**src/design/pidc_pkg.sv**
```systemverilog
package pidc_pkg;

    localparam int DataW    = 32;
    localparam int CfgIdxW  = 3;
    localparam int LimitW   = 31;
    localparam int DtW      = 17;
    localparam int IntegW   = 21;
    localparam int MulW     = 33;
    localparam int ProdW    = 2 * MulW;
    localparam int DivNumW  = 49;
    localparam int DivSteps = 49;
    localparam int DivCntW  = 6;
    localparam int OutW     = 88;

    // configuration register indexes
    localparam logic [CfgIdxW-1:0] REG_SETPOINT  = 3'd0;
    localparam logic [CfgIdxW-1:0] REG_GAIN_P    = 3'd1;
    localparam logic [CfgIdxW-1:0] REG_GAIN_I    = 3'd2;
    localparam logic [CfgIdxW-1:0] REG_GAIN_D    = 3'd3;
    localparam logic [CfgIdxW-1:0] REG_OUT_LIMIT = 3'd4;
    localparam logic [CfgIdxW-1:0] REG_STEP_TIME = 3'd5;

    localparam logic [LimitW-1:0] LimitReset = 31'd6553600;
    localparam logic [DtW-1:0]    DtDefault  = 17'd655;
    localparam logic signed [34:0] IntegMax  = 35'sd720896;

    typedef logic signed [MulW-1:0]  mul_op_t;
    typedef logic signed [ProdW-1:0] mul_prod_t;

endpackage

```
**src/design/pid_controller_clamped.sv**
```systemverilog
// Channel  Dir  Width  Contents (lowest bit first)
// s_axis   in   32+1   tdata: measured; tuser: opcode (1 = clear)
// m_axis   out  88     tdata: drive, error_now, integral_now, zero pad
// cfg      in   3+32   cfg_index selects the register, cfg_data holds the value
//
// A control step raises m_tvalid once the 49-step serial divider for the derivative
// is done, and the next transfer is taken only back in idle; the shared multiplier
// forms the increment, P and I products meanwhile.
// A clear goes straight to the output state and raises m_tvalid from there.
// Reset restores the configuration and controller state and empties the output.
// A result held by m_tready stalls the sequencer in its last state only.
module pid_controller_clamped (
    input  logic                            clk,
    input  logic                            rst_n,
    input  logic                            s_tvalid,
    output logic                            s_tready,
    input  logic [pidc_pkg::DataW-1:0]      s_tdata,   // [31:0] measured
    input  logic [0:0]                      s_tuser,   // [0] opcode
    output logic                            m_tvalid,
    input  logic                            m_tready,
    output logic [pidc_pkg::OutW-1:0]       m_tdata,   // [31:0] drive, [63:32] error_now,
                                                       // [84:64] integral_now
    input  logic                            cfg_we,
    input  logic [pidc_pkg::CfgIdxW-1:0]    cfg_index,
    input  logic [pidc_pkg::DataW-1:0]      cfg_data
);

    localparam logic [3:0] S_IDLE = 4'd0;
    localparam logic [3:0] S_INC  = 4'd1;
    localparam logic [3:0] S_INCA = 4'd2;
    localparam logic [3:0] S_PA   = 4'd3;
    localparam logic [3:0] S_IA   = 4'd4;
    localparam logic [3:0] S_DW   = 4'd5;
    localparam logic [3:0] S_DA   = 4'd6;
    localparam logic [3:0] S_FIN  = 4'd7;

    logic [3:0] state_reg;
    logic [3:0] state_next;

    logic signed [pidc_pkg::DataW-1:0]  setpoint_reg;
    logic signed [pidc_pkg::DataW-1:0]  gain_p_reg;
    logic signed [pidc_pkg::DataW-1:0]  gain_i_reg;
    logic signed [pidc_pkg::DataW-1:0]  gain_d_reg;
    logic [pidc_pkg::LimitW-1:0]        out_limit_reg;
    logic [pidc_pkg::DtW-1:0]           step_time_reg;

    logic signed [pidc_pkg::DataW-1:0]  prev_reg;
    logic signed [pidc_pkg::IntegW-1:0] integ_reg;
    logic signed [pidc_pkg::DataW-1:0]  err_reg;
    logic signed [33:0]                 acc_reg;

    logic                               m_tvalid_reg;
    logic [pidc_pkg::OutW-1:0]          m_tdata_reg;

    logic                               s_xfer;
    logic signed [32:0]                 diff_in;
    logic signed [pidc_pkg::DataW-1:0]  err_in;
    logic [pidc_pkg::DtW-1:0]           dt;
    logic signed [32:0]                 err_delta;
    logic [32:0]                        delta_mag;

    pidc_pkg::mul_op_t                  mul_a;
    pidc_pkg::mul_op_t                  mul_b;
    pidc_pkg::mul_prod_t                prod;

    logic                               div_start;
    logic                               div_busy;
    logic signed [pidc_pkg::DataW-1:0]  div_q;

    logic signed [pidc_pkg::ProdW-1:0]  term_bias;
    logic signed [pidc_pkg::ProdW-1:0]  term_shift;
    logic signed [pidc_pkg::DataW-1:0]  term;
    logic signed [pidc_pkg::ProdW-1:0]  inc_bias;
    logic signed [pidc_pkg::ProdW-1:0]  inc_shift;
    logic signed [34:0]                 integ_sum;
    logic signed [pidc_pkg::IntegW-1:0] integ_new;
    logic signed [33:0]                 lim;
    logic signed [33:0]                 drive_w;
    logic                               out_free;

    assign s_tready = (state_reg == S_IDLE);
    assign s_xfer   = s_tvalid && s_tready;
    assign m_tvalid = m_tvalid_reg;
    assign m_tdata  = m_tdata_reg;
    assign out_free = !m_tvalid_reg || m_tready;

    // configuration registers
    always_ff @(posedge clk or negedge rst_n)
    begin
        if (!rst_n)
        begin
            setpoint_reg  <= '0;
            gain_p_reg    <= '0;
            gain_i_reg    <= '0;
            gain_d_reg    <= '0;
            out_limit_reg <= pidc_pkg::LimitReset;
            step_time_reg <= '0;
        end
        else if (cfg_we)
        begin
            unique case (cfg_index)
                pidc_pkg::REG_SETPOINT:  setpoint_reg  <= $signed(cfg_data);
                pidc_pkg::REG_GAIN_P:    gain_p_reg    <= $signed(cfg_data);
                pidc_pkg::REG_GAIN_I:    gain_i_reg    <= $signed(cfg_data);
                pidc_pkg::REG_GAIN_D:    gain_d_reg    <= $signed(cfg_data);
                pidc_pkg::REG_OUT_LIMIT: out_limit_reg <= cfg_data[pidc_pkg::LimitW-1:0];
                pidc_pkg::REG_STEP_TIME: step_time_reg <= cfg_data[pidc_pkg::DtW-1:0];
                default: ;
            endcase
        end
    end

    // error and divider operands
    always_comb
    begin
        diff_in = {setpoint_reg[31], setpoint_reg} - {s_tdata[31], s_tdata};
        if (diff_in[32] != diff_in[31])
            err_in = diff_in[32] ? 32'sh8000_0000 : 32'sh7FFF_FFFF;
        else
            err_in = diff_in[31:0];
        dt        = (step_time_reg == '0) ? pidc_pkg::DtDefault : step_time_reg;
        err_delta = {err_reg[31], err_reg} - {prev_reg[31], prev_reg};
        delta_mag = err_delta[32] ? 33'(-err_delta) : 33'(err_delta);
    end

    assign div_start = (state_reg == S_INC);

    pidc_div u_div (
        .clk      (clk),
        .rst_n    (rst_n),
        .start    (div_start),
        .dividend ({delta_mag, 16'b0}),
        .divisor  (dt),
        .negative (err_delta[32]),
        .busy     (div_busy),
        .quotient (div_q)
    );

    // shared multiplier operand select
    always_comb
    begin
        mul_a = '0;
        mul_b = '0;
        case (state_reg)
            S_INC:
            begin
                mul_a = {prev_reg[31], prev_reg} + {err_reg[31], err_reg};
                mul_b = {16'b0, dt};
            end
            S_INCA:
            begin
                mul_a = 33'(err_reg);
                mul_b = 33'(gain_p_reg);
            end
            S_PA:
            begin
                mul_a = 33'(integ_reg);
                mul_b = 33'(gain_i_reg);
            end
            S_DW:
            begin
                mul_a = 33'(div_q);
                mul_b = 33'(gain_d_reg);
            end
            default: ;
        endcase
    end

    pidc_mul u_mul (
        .clk  (clk),
        .op_a (mul_a),
        .op_b (mul_b),
        .prod (prod)
    );

    // Q16.16 rescale toward zero, saturate; integral increment and clamp; drive limit clamp
    always_comb
    begin
        term_bias  = prod + (prod[pidc_pkg::ProdW-1] ? 66'sd65535 : 66'sd0);
        term_shift = term_bias >>> 16;
        if (term_shift > 66'sh7FFF_FFFF)
            term = 32'sh7FFF_FFFF;
        else if (term_shift < -66'sh8000_0000)
            term = 32'sh8000_0000;
        else
            term = term_shift[31:0];

        inc_bias  = prod + (prod[pidc_pkg::ProdW-1] ? 66'sd131071 : 66'sd0);
        inc_shift = inc_bias >>> 17;
        integ_sum = 35'(integ_reg) + inc_shift[34:0];
        if (integ_sum > pidc_pkg::IntegMax)
            integ_new = pidc_pkg::IntegW'(pidc_pkg::IntegMax);
        else if (integ_sum < -pidc_pkg::IntegMax)
            integ_new = pidc_pkg::IntegW'(-pidc_pkg::IntegMax);
        else
            integ_new = integ_sum[pidc_pkg::IntegW-1:0];

        lim = $signed({3'b0, out_limit_reg});
        if (acc_reg > lim)
            drive_w = lim;
        else if (acc_reg < -lim)
            drive_w = -lim;
        else
            drive_w = acc_reg;
    end

    // sequencer
    always_comb
    begin
        state_next = state_reg;
        unique case (state_reg)
            S_IDLE: if (s_xfer) state_next = s_tuser[0] ? S_FIN : S_INC;
            S_INC:  state_next = S_INCA;
            S_INCA: state_next = S_PA;
            S_PA:   state_next = S_IA;
            S_IA:   state_next = S_DW;
            S_DW:   if (!div_busy) state_next = S_DA;
            S_DA:   state_next = S_FIN;
            S_FIN:  if (out_free) state_next = S_IDLE;
            default: state_next = S_IDLE;
        endcase
    end

    always_ff @(posedge clk or negedge rst_n)
    begin
        if (!rst_n)
        begin
            state_reg    <= S_IDLE;
            prev_reg     <= '0;
            integ_reg    <= '0;
            m_tvalid_reg <= 1'b0;
        end
        else
        begin
            state_reg <= state_next;
            if (state_reg == S_FIN && out_free)
                m_tvalid_reg <= 1'b1;
            else if (m_tready)
                m_tvalid_reg <= 1'b0;
            if (s_xfer && s_tuser[0])
            begin
                prev_reg  <= '0;
                integ_reg <= '0;
            end
            if (state_reg == S_INCA)
            begin
                integ_reg <= integ_new;
                prev_reg  <= err_reg;
            end
        end
    end

    always_ff @(posedge clk)
    begin
        if (s_xfer)
        begin
            err_reg <= s_tuser[0] ? '0 : err_in;
            acc_reg <= '0;
        end
        case (state_reg)
            S_PA:    acc_reg <= 34'(term);
            S_IA:    acc_reg <= acc_reg + 34'(term);
            S_DA:    acc_reg <= acc_reg + 34'(term);
            default: ;
        endcase
        if (state_reg == S_FIN && out_free)
            m_tdata_reg <= {3'b0, integ_reg, err_reg, drive_w[31:0]};
    end

endmodule

```
**src/design/pidc_mul.sv**
```systemverilog
module pidc_mul (
    input  logic               clk,
    input  pidc_pkg::mul_op_t  op_a,
    input  pidc_pkg::mul_op_t  op_b,
    output pidc_pkg::mul_prod_t prod
);

    pidc_pkg::mul_prod_t prod_reg;

    always_ff @(posedge clk)
    begin
        prod_reg <= op_a * op_b;
    end

    assign prod = prod_reg;

endmodule

```
**src/design/pidc_div.sv**
```systemverilog
module pidc_div (
    input  logic                                clk,
    input  logic                                rst_n,
    input  logic                                start,
    input  logic [pidc_pkg::DivNumW-1:0]        dividend,
    input  logic [pidc_pkg::DtW-1:0]            divisor,
    input  logic                                negative,
    output logic                                busy,
    output logic signed [pidc_pkg::DataW-1:0]   quotient
);

    logic                              busy_reg;
    logic                              fin_reg;
    logic [pidc_pkg::DivCntW-1:0]      cnt_reg;
    logic [pidc_pkg::DtW-1:0]          rem_reg;
    logic [pidc_pkg::DivNumW-1:0]      quo_reg;
    logic [pidc_pkg::DtW-1:0]          dvs_reg;
    logic                              neg_reg;
    logic signed [pidc_pkg::DataW-1:0] res_reg;

    logic [pidc_pkg::DtW:0]            shifted;
    logic [pidc_pkg::DtW:0]            trial;
    logic                              qbit;
    logic [pidc_pkg::DtW-1:0]          rem_next;
    logic signed [pidc_pkg::DataW-1:0] sat_next;

    // one restoring step per cycle
    always_comb
    begin
        shifted  = {rem_reg, quo_reg[pidc_pkg::DivNumW-1]};
        trial    = shifted - {1'b0, dvs_reg};
        qbit     = ~trial[pidc_pkg::DtW];
        rem_next = qbit ? trial[pidc_pkg::DtW-1:0] : shifted[pidc_pkg::DtW-1:0];
    end

    // apply sign and saturate the magnitude to 32 bits
    always_comb
    begin
        if (neg_reg)
        begin
            if (quo_reg > pidc_pkg::DivNumW'(64'h8000_0000))
                sat_next = 32'sh8000_0000;
            else
                sat_next = -$signed(quo_reg[pidc_pkg::DataW-1:0]);
        end
        else
        begin
            if (quo_reg > pidc_pkg::DivNumW'(64'h7FFF_FFFF))
                sat_next = 32'sh7FFF_FFFF;
            else
                sat_next = $signed(quo_reg[pidc_pkg::DataW-1:0]);
        end
    end

    always_ff @(posedge clk or negedge rst_n)
    begin
        if (!rst_n)
        begin
            busy_reg <= 1'b0;
            fin_reg  <= 1'b0;
            cnt_reg  <= '0;
        end
        else if (start)
        begin
            busy_reg <= 1'b1;
            fin_reg  <= 1'b0;
            cnt_reg  <= pidc_pkg::DivCntW'(pidc_pkg::DivSteps - 1);
        end
        else if (busy_reg)
        begin
            if (fin_reg)
            begin
                busy_reg <= 1'b0;
                fin_reg  <= 1'b0;
            end
            else
            begin
                if (cnt_reg == '0)
                    fin_reg <= 1'b1;
                else
                    cnt_reg <= cnt_reg - 1'b1;
            end
        end
    end

    always_ff @(posedge clk)
    begin
        if (start)
        begin
            rem_reg <= '0;
            quo_reg <= dividend;
            dvs_reg <= divisor;
            neg_reg <= negative;
        end
        else if (busy_reg && !fin_reg)
        begin
            rem_reg <= rem_next;
            quo_reg <= {quo_reg[pidc_pkg::DivNumW-2:0], qbit};
        end
        else if (busy_reg && fin_reg)
        begin
            res_reg <= sat_next;
        end
    end

    assign busy     = busy_reg;
    assign quotient = res_reg;

endmodule
```
**config.mk**
```make
export PLATFORM = sky130hd
export DESIGN_NAME = pid_controller_clamped
export DESIGN_NICKNAME = d
export VERILOG_FILES = /design/src/design/pidc_pkg.sv /design/src/design/pid_controller_clamped.sv /design/src/design/pidc_mul.sv /design/src/design/pidc_div.sv
export SDC_FILE = /design/constraint.sdc
export NUM_CORES = 2
export LEC_CHECK = 0
export BUFFER_PORTS_ARGS = -buffer_cell sky130_fd_sc_hd__buf_2
export CAP_MARGIN = 20
export CORE_ASPECT_RATIO = 0.6
export CORE_MARGIN = 2
export CORE_UTILIZATION = 40
export CTS_CLUSTER_DIAMETER = 50
export DETAILED_ROUTE_END_ITERATION = 16
export PLACE_DENSITY = 0.66
export REMOVE_ABC_BUFFERS = 1
export SLEW_MARGIN = 15
export SYNTH_ARGS = -nofsm -noshare
export SYNTH_HDL_FRONTEND = slang
export SYNTH_SLANG_ARGS = --single-unit
export TNS_END_PERCENT = 1
```
**constraint.sdc**
```tcl
create_clock -name clk -period 31.5 [get_ports clk]
set_input_delay 6.3 -clock clk [delete_from_list [all_inputs] [get_ports clk]]
set_output_delay 6.3 -clock clk [all_outputs]
set_load 0.1 [all_outputs]
```
# Yosys cells after proc, flatten, opt, wreduce, memory -nomap -nowiden
# Index checks and enable logic that the tools add are counted.
classes:
  n_addsub: 12
  n_mul: 1
  order_cmp: 8
  eq_ne: 18
  muxes: 44
  bitwise: 3
  reduce_logical: 27
ops:
  columns: ["cell", "n"]
  rows:
  - ["two-way mux 32 bit", 10]
  - ["one-hot mux 33 bit (4 select lines)", 2]
  - ["two-way mux 49 bit", 2]
  - ["two-way mux 21 bit", 4]
  - ["one-hot mux 34 bit (2 select lines)", 1]
  - ["adder 66 x 17 -> 66 bit", 1]
  - ["multiplier 33 x 33 -> 66 bit", 1]
  - ["subtractor 32 x 32 -> 33 bit", 2]
  - ["adder 52 x 18 -> 52 bit", 1]
  - ["two-way mux 17 bit", 3]
  - ["greater-than comparator 50 x 32 -> 1 bit, second input constant", 1]
  - ["< comparator 50 x 32 -> 1 bit, second input constant", 1]
  - ["greater-than comparator 49 x 31 -> 1 bit, second input constant", 1]
  - ["greater-than comparator 49 x 32 -> 1 bit, second input constant", 1]
  - ["adder 35 bit", 1]
  - ["greater-than comparator 35 x 21 -> 1 bit, second input constant", 1]
  - ["< comparator 35 x 21 -> 1 bit, second input constant", 1]
  - ["adder 34 x 32 -> 34 bit", 1]
  - ["greater-than comparator 34 x 32 -> 1 bit", 1]
  - ["< comparator 34 bit", 1]
  - ["two-way mux 34 bit", 1]
  - ["negator 31 -> 34 bit", 1]
  - ["adder 32 x 32 -> 33 bit", 1]
  - ["two-way mux 33 bit", 1]
  - ["33 further kinds", 72]
totals:
  ff_bits: 575
  input_bits: 73
  out_inout_bits: 90
  elab_cells: 137

# Logic depth before layout (Yosys ltp)
logic_depth:
  ltp_word: 7
  ltp_mapped: 43
  mapped_depth_nobuf: 42

# Modules after synthesis
# Synthesis repeated with hierarchy kept, for this count alone.
hier_totals:
  hier_cells: 8188
  hier_area_um2: 76903.8
by_module_without_submodules:
  columns: ["mod", "n_inst", "cells_per_inst", "area_per_inst_um2", "seq_area_each_um2"]
  rows:
  - ["pidc_mul", 1, 4283, 40154.8, 1321.3]
  - ["pid_controller_clamped", 1, 3261, 29871.1, 10368.7]
  - ["pidc_div", 1, 644, 6877.8, 3513.4]

# Least setup slack after synthesis
# OpenSTA, ideal clock, no wires.
synth_path:
  path_type: "flip-flop to flip-flop"
  from: "register err_reg[2] (netlist name)"
  to: "register u_mul.prod_reg[58], in the netlist u_mul.prod[58]"
  setup_time_ns: 0.120
  arrival_time_ns: 11.010
  t_required_ns: 31.380
  slack_ns: 20.370
  path_stages_with_launch: 38
  path_buffers: 3
  synth_period_minus_slack_ns: 11.130
  cell_sequence: "edfxtp_1 ha_1 buf_2 o21bai_1 a21oi_1 o21ai_0 a31oi_1 o211ai_1 a221o_1 a221o_1 a31o_2 nand3_1 a221o_1 clkbuf_1 clkbuf_1 nand2_1 fa_1 inv_1 [... 2 more ...] inv_1 fa_1 inv_1 fa_1 fa_1 fa_1 inv_1 fa_1 inv_1 ha_1 a21oi_1 o21ai_0 or4_1 o211a_1 a21o_1 a211oi_1 o21ai_0 xnor2_1"
synth_between:
  elab_chain_len: 3
synth_rtl:
  columns: ["element", "line", "rtl"]
  rows:
  - ["from (decl)", "pid_controller_clamped.sv:49", "logic signed [pidc_pkg::DataW-1:0] err_reg;"]
  - ["from (signal assigned)", "pid_controller_clamped.sv:257", "err_reg <= s_tuser[0] ? '0 : err_in;"]
  - ["adder 32 x 32 -> 33 bit", "pid_controller_clamped.sv:147", "mul_a = {prev_reg[31], prev_reg} + {err_reg[31], err_reg};"]
  - ["one-hot mux 33 bit (4 select lines) *", "pid_controller_clamped.sv:144", "case (state_reg)"]
  - ["multiplier 33 x 33 -> 66 bit *", "pidc_mul.sv:12", "prod_reg <= op_a * op_b;"]
  - ["to (signal assigned)", "pidc_mul.sv:12", null]
  - ["to (decl)", "pidc_mul.sv:8", "pidc_pkg::mul_prod_t prod_reg;"]
# Mark *: on every way between the ends. The rest lies on a longest branch, timed or not.
# A chain may end at the register's enable or synchronous reset.

# Worst setup path in the final report
layout_path:
  from: "register err_reg[0] (netlist name)"
  to: "register u_mul.prod_reg[58], in the netlist u_mul.prod[58]"
# The elaborated chain is that of the path after synthesis.

==> metrics list <==
- Post-CTS repair changed the size of 0 cells.
* Maximum operating frequency: 77.8 MHz
* Net count reported at finish: between 10k and 15k
* Die outline area: 196,000 µm²
- Via count of the first global-routing pass: 61.8k
- The count of endpoints failing hold in the final timing report is 0.
* Post-route DRC violation count: 0
- After synthesis, the netlist uses 97 different library cells.
- Die height: 343 µm
- Yosys mapped a number of flops with a built-in enable equal to 234.
- Flip-flop count of the largest register, all copies and words added: 85
- Most instantiated flip-flop cell in the synthesis netlist: dfrtp_1
* Hold-fix buffers, CTS: 0
* Final period util: approximately two fifths
* Total Wirelength: about 280 mm
- Among cell families on the critical path, the largest total delay comes from adder cells.
* Worst Path Max Fanout: 35
* Number of inserted filler cells in the final layout: between 15k and 20k
- For this run, the slowest stage of the critical path takes slightly below 0.7 ns.
- Max Cap Viol: 0
- Setup repair after global routing left no endpoint under its margin.
- By instance count, the cell type seen most on the critical path is fa_1.
- Wire length of the first global-routing pass: slightly above 400 mm
- Endpoint class of the critical path: register
- The run finished with clean final reports.
- STA classifies the critical path startpoint as a register.
- For this run the aggregate overflow at the end of global routing stands at 0.
- In this run the tightest slew margin relative to its limit is between 10% and 20%.
- Initial Utilization: 40.3%
* Number of buffers between clock root and the deepest sink: 3
- Class of the tightest hold or removal check: register to register
- GRT Overall Usage: ~28%
- Final sum of negative setup slack: 0 ns
* Number of placed I/O pins: around 160
* Sequential share of the synthesized area: approximately a fifth
- Counting both buffers and inverters, the worst setup path holds a total of 7.
- Final routed wire length divided by cell count: roughly 25 µm
- After technology mapping, the gate count stands at 8,476.
- Setup violations remaining at the end of the flow were counted as 0.
- Before antenna repair, the detailed router went through 7 iterations.
- The synthesized netlist occupies a cell area of just under 80,000 µm².
- Maximum number of pins on one net before global-route repair: approximately 160
- ANT nets after route: 0
- Number of sinks handled by clock tree synthesis: approximately 570
- Required time of the critical path: around 32 ns
- Number of pins exceeding their max-slew limit in the final report: 0
- In the post-synthesis netlist, the biggest area contributors are fa_1 30%, edfxtp_1 9.1%, ha_1 7.9%, dfrtp_1 7.8%, inv_1 7.4%.
- Via density per instance: about 5.8
* Most frequent cell after synthesis: inv_1
- Cells with a size suffix above 1 make up under 10% of the layout.
- Biggest area consumer among synthesized cells: fa_1
- On the critical path, the stage with the largest delay is an instance of fa_1.
- Die outline width: ~570 µm
* Share of async-settable or async-resettable flops after synthesis: a little over two fifths
- Worst clock skew: between 0.03 and 0.04 ns
- Routed vias: approximately 63k
- After floorplanning, the core was sized to cover about 190,000 µm².
- Clock period minus final worst setup slack: between 10 and 15 ns
- Data arrival, critical path: 13.36 ns
- Input and output buffers added on the ports amount to 159.
* Synth top area share: between 20% and 30%
- The clock tree synthesis step divided the H-tree into 3 levels.
- Ranking of synthesized cells by instance count: 1,511 x inv_1, 1,151 x fa_1, 992 x nand2_1
* Area growth from synthesis to layout: 7.91%
- Row generation in the floorplan step produced approximately 120 rows.
* DPL Wire Length: between 200 and 250 mm
- Number of buffers created by CTS: 66
* Gp weighted congestion: ~1.0
* Number of antenna violations at the first check in global routing: 19
- Setup fix buffers added after clock tree synthesis: 0
- Mapped Avg Cell Area: between 9 and 10 µm²
- Count of yosys warnings during synthesis: 0
- TritonCTS built the clock tree.
* Seq cells post-synth: between 500 and 600
* Measured slew at the worst slew-check pin: between 1 and 1.5 ns
* Worst-skew pair later-pin latency: between 0.6 and 0.7 ns
* Number of DRC violations after detailed-routing iteration 0: between 8k and 9k
- Clock input transition at the sequential cells of the worst setup and hold paths: 0.07 ns
- The root buffer cell chosen for the clock tree is clkbuf_16.
- The critical path is of the register to register type.
-- final timing paths --
check                                     from              to  slack (ns)  cells after the start
worst max-delay path                err_reg[0]  u_mul.prod[58]       18.65                     37
worst min-delay path            gain_p_reg[15]  gain_p_reg[15]        0.51                      1
worst min register to register  gain_p_reg[15]  gain_p_reg[15]        0.51                      1
max in group asynchronous                rst_n    state_reg[0]       24.21                      2
worst max register to register      err_reg[0]  u_mul.prod[58]       18.65                     37
min in group asynchronous                rst_n    integ_reg[1]        5.63                      1
-- area by class of cell --
cell class,count,area (µm²),area share [%]
multi-input combinational,5992,55000,66.3
sequential,574,15000,18.2
inverter,1515,5690,6.86
tap,2520,3150,3.80
clock buffer,83,1820,2.19
timing repair buffer,287,1800,2.17
clock inverter,37,384,0.463
antenna,8,20.0,0.0242
-- logic make-up after synthesis --
group / count (synthesis) / share of synthesized area, %
XOR/XNOR: 335 / 3.82
other: 1 / 0.00488
buffers and inverters: 1912 / 9.39
adder cells (fa/ha/maj): 1640 / 37.9
multiplexers: 267 / 3.76
flip-flops: 574 / 19.6
AND/OR/NAND/NOR: 2404 / 14.0
AO/OA/AOI/OAI: 1343 / 11.5
-- metal layers --
metal / GRT usage [%] / vias up / share of wire (%)
li1: - / 27300 / -
met1: 40.9 / 31500 / 43
met2: 35.7 / 4110 / 36
met3: 14.9 / 449 / 18
met4: 5.89 / 14 / 2.4
met5: 0.665 / - / 0.17
-- cells in the final DEF (no fill, tap or decap), types with 158 or more instances in the layout --
cell type / count
a21oi_1: 292
buf_2: 158
dfrtp_1: 237
edfxtp_1: 234
fa_1: 1151
ha_1: 482
inv_1: 1511
mux2_2: 174
nand2_1: 991
nor2_1: 699
o21ai_0: 339
xnor2_1: 225
-- stage by stage --
stage	instance area, µm²	utilization (%)	hold WS, ns	setup slack [ns]	std cells
after floorplan	75300	-	0.454	16.87	8081
after global placement	80600	42.3	0.464	19.21	10900
after detailed placement	80700	42.3	0.493	18.93	10900
after CTS	82900	43.5	0.509	18.89	11000
after global routing	82900	43.5	0.523	18.16	11000
final	82900	43.5	0.507	18.65	11000
Power is not shown: default switching activity piles up to over one toggle a cycle in this logic, so the estimate is an artifact.
